--- src/hw/rtl/pffla_pkg.sv ---
package pffla_pkg;

  localparam int unsigned FRAME_COUNT_DEF = 128;
  localparam int unsigned PAGE_SHIFT_DEF  = 21;
  localparam logic [31:0] BASE_ADDR_RST   = 32'h0010_0000;

  localparam logic OP_ALLOC = 1'b0;
  localparam logic OP_FREE  = 1'b1;

  typedef struct packed {
    logic       op;
    logic [7:0] count;
    logic       chain_present;
    logic [6:0] chain_head;
  } in_t;

  typedef struct packed {
    logic        ok;
    logic [6:0]  first_frame;
    logic [31:0] first_address;
  } out_t;

endpackage

--- src/hw/rtl/pffla_ram.sv ---
module pffla_ram #(
  parameter int unsigned WIDTH = 8,
  parameter int unsigned DEPTH = 128,
  parameter int unsigned AW    = $clog2(DEPTH)
) (
  input  logic             clk,
  input  logic             we,
  input  logic [AW-1:0]    waddr,
  input  logic [WIDTH-1:0] wdata,
  input  logic [AW-1:0]    raddr,
  output logic [WIDTH-1:0] rdata
);

  logic [WIDTH-1:0] mem [DEPTH];

  always_ff @(posedge clk) begin
    if (we) begin
      mem[waddr] <= wdata;
    end
    rdata <= mem[raddr];
  end

endmodule

--- src/hw/rtl/page_frame_free_list_allocator_top.sv ---
// Page frame allocator over a singly linked free list.
//
// Input channel (in_valid / in_stall / in_data): one request per beat.
// op allocate detaches count frames from the head of the free list;
// op free walks the given chain to its tail and prepends it to the list.
// Result channel (out_valid / out_stall / out_data): one result beat per
// request, with ok, the first frame and its address (base + index shifted
// by the page size, modulo 2^32); zeros for frees and failed requests.
// Config channel (cfg_valid / cfg_ready / cfg_data) writes the base
// address; write it only while no request is in flight.
//
// The links sit in a RAM with one read and one write port and are
// followed one per cycle by a walk sequencer. An allocate walks count
// frames and then emits its result; a free walks the chain to its tail and
// fails on a cyclic chain; a request refused at once goes straight to the
// emit step. in_stall is high from accept until the result is loaded into
// the output register, so a new request can be taken only after that. A
// stalled result stays in the output register while the next request
// walks; its result waits for the register.
// Reset clears the per-frame written flags, so links read as the initial chain.
module page_frame_free_list_allocator_top
  import pffla_pkg::*;
#(
  parameter int unsigned FRAME_COUNT = FRAME_COUNT_DEF,
  parameter int unsigned PAGE_SHIFT  = PAGE_SHIFT_DEF
) (
  input  logic        clk,
  input  logic        rst_n,
  input  logic        in_valid,
  output logic        in_stall,
  input  in_t         in_data,
  output logic        out_valid,
  input  logic        out_stall,
  output out_t        out_data,
  input  logic        cfg_valid,
  output logic        cfg_ready,
  input  logic [31:0] cfg_data
);

  localparam int unsigned IDX_W  = $clog2(FRAME_COUNT);
  localparam int unsigned LINK_W = IDX_W + 1;
  localparam int unsigned STEP_W = $clog2(FRAME_COUNT + 1);
  localparam logic [IDX_W-1:0] LAST_IDX = IDX_W'(FRAME_COUNT - 1);

  typedef enum logic [1:0] {S_IDLE, S_AWALK, S_FWALK, S_EMIT} state_t;

  state_t             state_r, state_nxt;
  logic [31:0]        base_r;
  logic [IDX_W-1:0]   head_idx_r, head_idx_nxt;
  logic               head_ok_r, head_ok_nxt;
  logic [IDX_W-1:0]   cur_r, cur_nxt;
  logic [IDX_W-1:0]   start_r, start_nxt;
  logic [7:0]         count_r, count_nxt;
  logic [7:0]         n_r, n_nxt;
  logic [STEP_W-1:0]  steps_r, steps_nxt;
  logic               res_ok_r, res_ok_nxt;
  logic               out_valid_r, out_valid_nxt;
  out_t               out_data_r, out_data_nxt;
  logic [FRAME_COUNT-1:0] written_r;
  // op of the request in flight is kept in a flag
  logic               op_free_r;

  logic               in_acc;
  logic               ram_we;
  logic [IDX_W-1:0]   ram_waddr;
  logic [LINK_W-1:0]  ram_wdata;
  logic [IDX_W-1:0]   ram_raddr;
  logic [LINK_W-1:0]  ram_rdata;
  logic               link_ok;
  logic [IDX_W-1:0]   link_idx;
  logic [IDX_W-1:0]   chain_idx;
  logic               chain_in_range;
  logic [31:0]        addr_sum;

  pffla_ram #(
    .WIDTH(LINK_W),
    .DEPTH(FRAME_COUNT)
  ) u_link_ram (
    .clk  (clk),
    .we   (ram_we),
    .waddr(ram_waddr),
    .wdata(ram_wdata),
    .raddr(ram_raddr),
    .rdata(ram_rdata)
  );

  // unwritten entries read as the initial chain
  always_comb begin
    if (written_r[cur_r]) begin
      link_ok  = ram_rdata[IDX_W];
      link_idx = ram_rdata[IDX_W-1:0];
    end else begin
      link_ok  = (cur_r != LAST_IDX);
      link_idx = (cur_r == LAST_IDX) ? '0 : cur_r + 1'b1;
    end
  end

  assign in_stall       = (state_r != S_IDLE);
  assign in_acc         = in_valid && !in_stall;
  assign cfg_ready      = 1'b1;
  assign out_valid      = out_valid_r;
  assign out_data       = out_data_r;
  assign chain_idx      = IDX_W'(in_data.chain_head);
  assign chain_in_range = ({25'd0, in_data.chain_head} < 32'(FRAME_COUNT));
  assign addr_sum       = base_r + (32'(start_r) << PAGE_SHIFT);

  always_comb begin
    state_nxt     = state_r;
    head_idx_nxt  = head_idx_r;
    head_ok_nxt   = head_ok_r;
    cur_nxt       = cur_r;
    start_nxt     = start_r;
    count_nxt     = count_r;
    n_nxt         = n_r;
    steps_nxt     = steps_r;
    res_ok_nxt    = res_ok_r;
    out_valid_nxt = out_valid_r && out_stall;
    out_data_nxt  = out_data_r;
    ram_raddr     = cur_r;
    ram_we        = 1'b0;
    ram_waddr     = cur_r;
    ram_wdata     = '0;

    case (state_r)
      S_IDLE: begin
        if (in_acc) begin
          count_nxt  = in_data.count;
          res_ok_nxt = 1'b0;
          if (in_data.op == OP_ALLOC) begin
            cur_nxt   = head_idx_r;
            start_nxt = head_idx_r;
            n_nxt     = 8'd1;
            ram_raddr = head_idx_r;
            if (in_data.count != 8'd0 && head_ok_r) begin
              state_nxt = S_AWALK;
            end else begin
              state_nxt = S_EMIT;
            end
          end else begin
            cur_nxt   = chain_idx;
            start_nxt = chain_idx;
            steps_nxt = '0;
            ram_raddr = chain_idx;
            if (in_data.chain_present && chain_in_range) begin
              state_nxt = S_FWALK;
            end else begin
              state_nxt = S_EMIT;
            end
          end
        end
      end
      S_AWALK: begin
        if (n_r < count_r) begin
          if (!link_ok) begin
            state_nxt = S_EMIT;
          end else begin
            cur_nxt   = link_idx;
            ram_raddr = link_idx;
            n_nxt     = n_r + 8'd1;
          end
        end else begin
          // cur is the last frame handed out: its link becomes the head
          head_idx_nxt = link_idx;
          head_ok_nxt  = link_ok;
          ram_we       = 1'b1;
          ram_wdata    = '0;
          res_ok_nxt   = 1'b1;
          state_nxt    = S_EMIT;
        end
      end
      S_FWALK: begin
        if (link_ok && steps_r < STEP_W'(FRAME_COUNT)) begin
          cur_nxt   = link_idx;
          ram_raddr = link_idx;
          steps_nxt = steps_r + 1'b1;
        end else begin
          if (!link_ok) begin
            ram_we       = 1'b1;
            ram_wdata    = {head_ok_r, head_idx_r};
            head_idx_nxt = start_r;
            head_ok_nxt  = 1'b1;
            res_ok_nxt   = 1'b1;
          end
          state_nxt = S_EMIT;
        end
      end
      S_EMIT: begin
        if (!out_valid_r || !out_stall) begin
          out_valid_nxt = 1'b1;
          out_data_nxt  = '0;
          out_data_nxt.ok = res_ok_r;
          // frees report no frame
          if (res_ok_r && !op_free_r) begin
            out_data_nxt.first_frame   = 7'(start_r);
            out_data_nxt.first_address = addr_sum;
          end
          state_nxt = S_IDLE;
        end
      end
      default: state_nxt = S_IDLE;
    endcase
  end

  always_ff @(posedge clk) begin
    if (!rst_n) begin
      state_r     <= S_IDLE;
      base_r      <= BASE_ADDR_RST;
      head_idx_r  <= '0;
      head_ok_r   <= 1'b1;
      out_valid_r <= 1'b0;
      written_r   <= '0;
      res_ok_r    <= 1'b0;
      op_free_r   <= 1'b0;
    end else begin
      state_r     <= state_nxt;
      head_idx_r  <= head_idx_nxt;
      head_ok_r   <= head_ok_nxt;
      out_valid_r <= out_valid_nxt;
      res_ok_r    <= res_ok_nxt;
      if (in_acc) begin
        op_free_r <= (in_data.op == OP_FREE);
      end
      if (cfg_valid && cfg_ready) begin
        base_r <= cfg_data;
      end
      if (ram_we) begin
        written_r[ram_waddr] <= 1'b1;
      end
    end
  end

  always_ff @(posedge clk) begin
    cur_r      <= cur_nxt;
    start_r    <= start_nxt;
    count_r    <= count_nxt;
    n_r        <= n_nxt;
    steps_r    <= steps_nxt;
    out_data_r <= out_data_nxt;
  end

  a_rose_from_emit: assert property (@(posedge clk) disable iff (!rst_n)
    $rose(out_valid_r) |-> $past(state_r == S_EMIT))
    else $error("result appeared without an emit step");

  a_write_in_walk: assert property (@(posedge clk) disable iff (!rst_n)
    ram_we |-> (state_r == S_AWALK || state_r == S_FWALK))
    else $error("link write outside a walk");

  a_free_sets_head: assert property (@(posedge clk) disable iff (!rst_n)
    (state_r == S_FWALK && ram_we) |=> (head_ok_r && head_idx_r == $past(start_r)))
    else $error("freed chain not at the head of the list");

  a_fail_zero: assert property (@(posedge clk) disable iff (!rst_n)
    out_valid_r |-> (out_data_r.ok || out_data_r.first_address == 32'd0))
    else $error("failed result carries an address");

  a_held_in_flight: assert property (@(posedge clk) disable iff (!rst_n)
    (state_r == S_AWALK || state_r == S_FWALK) |=> (state_r != S_IDLE))
    else $error("walk ended without an emit step");

endmodule
--- config.mk ---
export PLATFORM = sky130hd
export DESIGN_NAME = page_frame_free_list_allocator_top
export DESIGN_NICKNAME = d
export VERILOG_FILES = /design/src/hw/rtl/pffla_pkg.sv /design/src/hw/rtl/pffla_ram.sv /design/src/hw/rtl/page_frame_free_list_allocator_top.sv
export SDC_FILE = /design/constraint.sdc
export NUM_CORES = 2
export LEC_CHECK = 0
export BUFFER_PORTS_ARGS = -buffer_cell sky130_fd_sc_hd__buf_2
export CAP_MARGIN = 20
export CORE_ASPECT_RATIO = 0.8
export CORE_UTILIZATION = 50
export CTS_CLUSTER_SIZE = 20
export DETAILED_ROUTE_END_ITERATION = 7
export PLACE_DENSITY = 0.64
export SYNTH_ARGS = -nofsm -noshare
export SYNTH_HDL_FRONTEND = slang
export SYNTH_HIERARCHICAL = 1
export SYNTH_SLANG_ARGS = --single-unit
export TNS_END_PERCENT = 50
--- constraint.sdc ---
create_clock -name clk -period 10.5 [get_ports clk]
set_clock_uncertainty 0.05 [all_clocks]
set_input_delay 1.05 -clock clk [delete_from_list [all_inputs] [get_ports clk]]
set_output_delay 1.05 -clock clk [all_outputs]
set_load 0.005 [all_outputs]
==> impl_metrics.csv <==
group,metric,value,unit
floorplanning,start_util,0.505,
detailed_routing,drc,0,
timing,rsz0062_at_grt,"false",
worst_setup_path,worst_ep_arrival_time,8.07,ns
synthesis,yosys-top-cells-area,"edfxtp_1 (65%), mux4_2 (15%), dfxtp_1 (7.4%)",
clock_tree,htreeDepth,3,
synthesis,synth.largest_area_cell,"edfxtp_1",
synthesis,synth_area_per_cell,18.6,um^2
floorplanning,fp.coreArea,0.101,mm^2
timing,setup_violations,0,
synthesis,synth_cells,2722,
timing,slew_violations,0,
clock_tree,cts_setup_buffers,0,
finish,layout_common_cells,"edfxtp_1 (1,095), mux4_2 (342), nor2_1 (194)",
placement,place_congestion,0.792,
grt,grt_max_degree,130,
floorplanning,die_h,287,um
detailed_routing,via_per_inst,6.15,
worst_setup_path,cp_max_fo,54,
grt,grt_usage,0.235,
synthesis,yosysWarnings,6,
floorplanning,die_w,358,um
pwr,ir_drop,0.338,mV
worst_setup_path,critical_path.slowest_cell,"dfxtp_4",
clock_tree,path_clk_slew,0.06,ns
finish,layout-drive-gt1-share,0.251,
worst_setup_path,slowest_delay,0.91,ns
clock_tree,clk_latency,0.73,ns
pwr,finalPower,14.7,mW
detailed_routing,vias,26300,
finish,final_area,0.0568,mm^2
synthesis,synthFlopType,"edfxtp_1",
worst_setup_path,cp-end-kind,"flop",
detailed_routing,drtPass1Iterations,5,
timing,relSlewSlack,0.224,
worst_setup_path,critPathMostFrequentCell,"mux4_2",
placement,placed_area,0.0527,mm^2
clock_tree,cts_tree,"built",
detailed_routing,ant_nets,0,
placement,hpwl,71.9,mm
timing,fin_ws,3.00,ns
clock_tree,cts_buffers,120,
worst_setup_path,cp_data_required_time,11.07,ns
run,timing.max_cap.violations,0,
timing,max_slew.worst_pin.slew,1.16,ns
worst_setup_path,worstPathCellList,"buf_4, mux4_1, nand2b_1, a311oi_1, o32a_2, and3_1, or3_1, a21boi_0, a221o_4, buf_4, mux4_2, mux4_2, mux4_2, mux2_2",
synthesis,ys_types,59,
grt,grt_pass1_vias,26400,
finish,fin_nets,2922,
timing,fmax,133,MHz
status,outcome,"finished clean",
floorplanning,io_pins,97,
finish,areaGrowthSynthToFinish,12.0,%
finish,insertedDiodeCount,0,
timing,tns,0,ns
synthesis,synthesis.area,0.0508,mm^2
placement,post-place-ws,2.95,ns
floorplanning,num_rows,104,
synthesis,synth-seq-area-share,0.722,
clock_tree,ctsRootBufferMaster,"clkbuf_16",
hold_path,hp-class,"reg2reg",
clock_tree,cts_hold_buf,0,
timing,min_period,7.50,ns
grt,grt_pass1_wl,175,mm
synthesis,ys_seq_elements,1283,
detailed_routing,wl,119,mm
clock_tree,post_cts_resize_count,0,
worst_setup_path,cp-start-kind,"flop",
grt,antenna_found_initial,5,
worst_setup_path,crit_type,"reg2reg",
timing,finalHoldViolations,0,
timing,fin_crit_sh,0.715,
detailed_routing,wl_per_cell,27.8,um
synthesis,syn_nets,2799,
placement,port_buffers,95,
pwr,p_leak,16.6,nW
pwr,powerDensity,259,mW/mm^2
clock_tree,clock_sinks,1283,
synthesis,synth_edf_count,1095,
grt,grt-ovfl-total,0,
synthesis,synth_top_area_share,0.648,
finish,final_common_cell,"edfxtp_1",
synthesis,synthArstFlopShare,0,
clock_tree,ctsLongestPathBuffers,3,
floorplanning,die_area,0.103,mm^2
detailed_routing,drt-initial-drc-count,3184,
[cells by family after synthesis]
group	synth area share
flops	0.722
simple gates	0.0472
mux	0.174
compound gates	0.0295
buf+inv	0.0180
fa+ha+maj	0.00582
xor+xnor	0.00380
other cells	0.0000739
[layer usage]
layer	GRT usage	vias to the layer above	share of wire
met5	0	-	0
met4	0.0536	0	0.020
met3	0.0676	171	0.10
met2	0.345	1224	0.45
met1	0.349	13800	0.42
li1	-	11100	-
[state kept, by name, indices dropped and copies added (netlist names)]
signal,flops
base_r,32
count_r,8
cur_r,7
head_idx_r,7
head_ok_r,1
n_r,8
op_free_r,1
out_data,40
out_valid,1
res_ok_r,1
start_r,7
state_r,2
steps_r,8
u_link_ram/mem,1024
u_link_ram/rdata,8
written_r,128
[report_power, final]
part / internal [mW] / leakage [nW] / switching (mW)
Sequential: 5.70 / 10.3 / 0.141
Clock: 2.56 / 2.00 / 1.89
Combinational: 2.01 / 4.26 / 2.45
Total: 10.3 / 16.6 / 4.48
[area by class of cell]
class                           count  area (um^2)
Multi-Input combinational cell   1252        13300
Clock buffer                      150         3200
Tap cell                         1325         1660
Clock inverter                     79          853
Inverter                           30          113
Timing Repair Buffer              158         1040
Sequential cell                  1283        36600
Fill cell                        7489        43800
[final timing paths]
check                               startpoint                  end  slack [ns]  cells past startpoint
worst max-delay path                  cur_r[0]  u_link_ram/rdata[7]        3.00                     14
worst min-delay path            written_r[120]       written_r[120]        0.40                      2
worst max register to register        cur_r[0]  u_link_ram/rdata[7]        3.00                     14
worst min register to register  written_r[120]       written_r[120]        0.40                      2
[synth_stat cells, drive strengths merged, types with 2 or more instances]
library cell     n
or3              4
a311oi           4
a211oi           3
a22oi           22
o21a             3
nand4            9
nand3           34
mux2            19
and2            36
xor2            12
a21boi           7
ha              22
nor2b           19
a2bb2oi          4
mux2i           74
buf             80
nor2           194
a31oi            4
a311o            4
a21oi           22
a21o             7
clkbuf          77
a221o            7
nand2          180
nor4             2
o221a            6
mux4           348
o21ai          141
nand2b          12
and3            16
dfxtp          188
xnor2           10
nor3            14
edfxtp        1095
inv             30
[critical path, delay by kind of cell (launching register included)]
family / cells / cell delay [ns]
muxes: 5 / 2.58
and+or+nand+nor: 3 / 0.93
DFF: 1 / 0.91
buffers and inverters: 2 / 1.21
AOI/OAI and AO/OA: 4 / 1.60
[metrics by stage]
| step | std cells | utilization | hold WS, ns |
|---|---|---|---|
| 2_1_floorplan | 2722 | - | 0.367 |
| 3_3_place_gp | 4034 | 0.523 | 0.375 |
| 3_5_place_dp | 4037 | 0.524 | 0.385 |
| 4_1_cts | 4266 | 0.564 | 0.399 |
| 5_1_grt | 4277 | 0.565 | 0.409 |
| 6_report | 4277 | 0.565 | 0.396 |
Power figures use the tool's default switching activity.
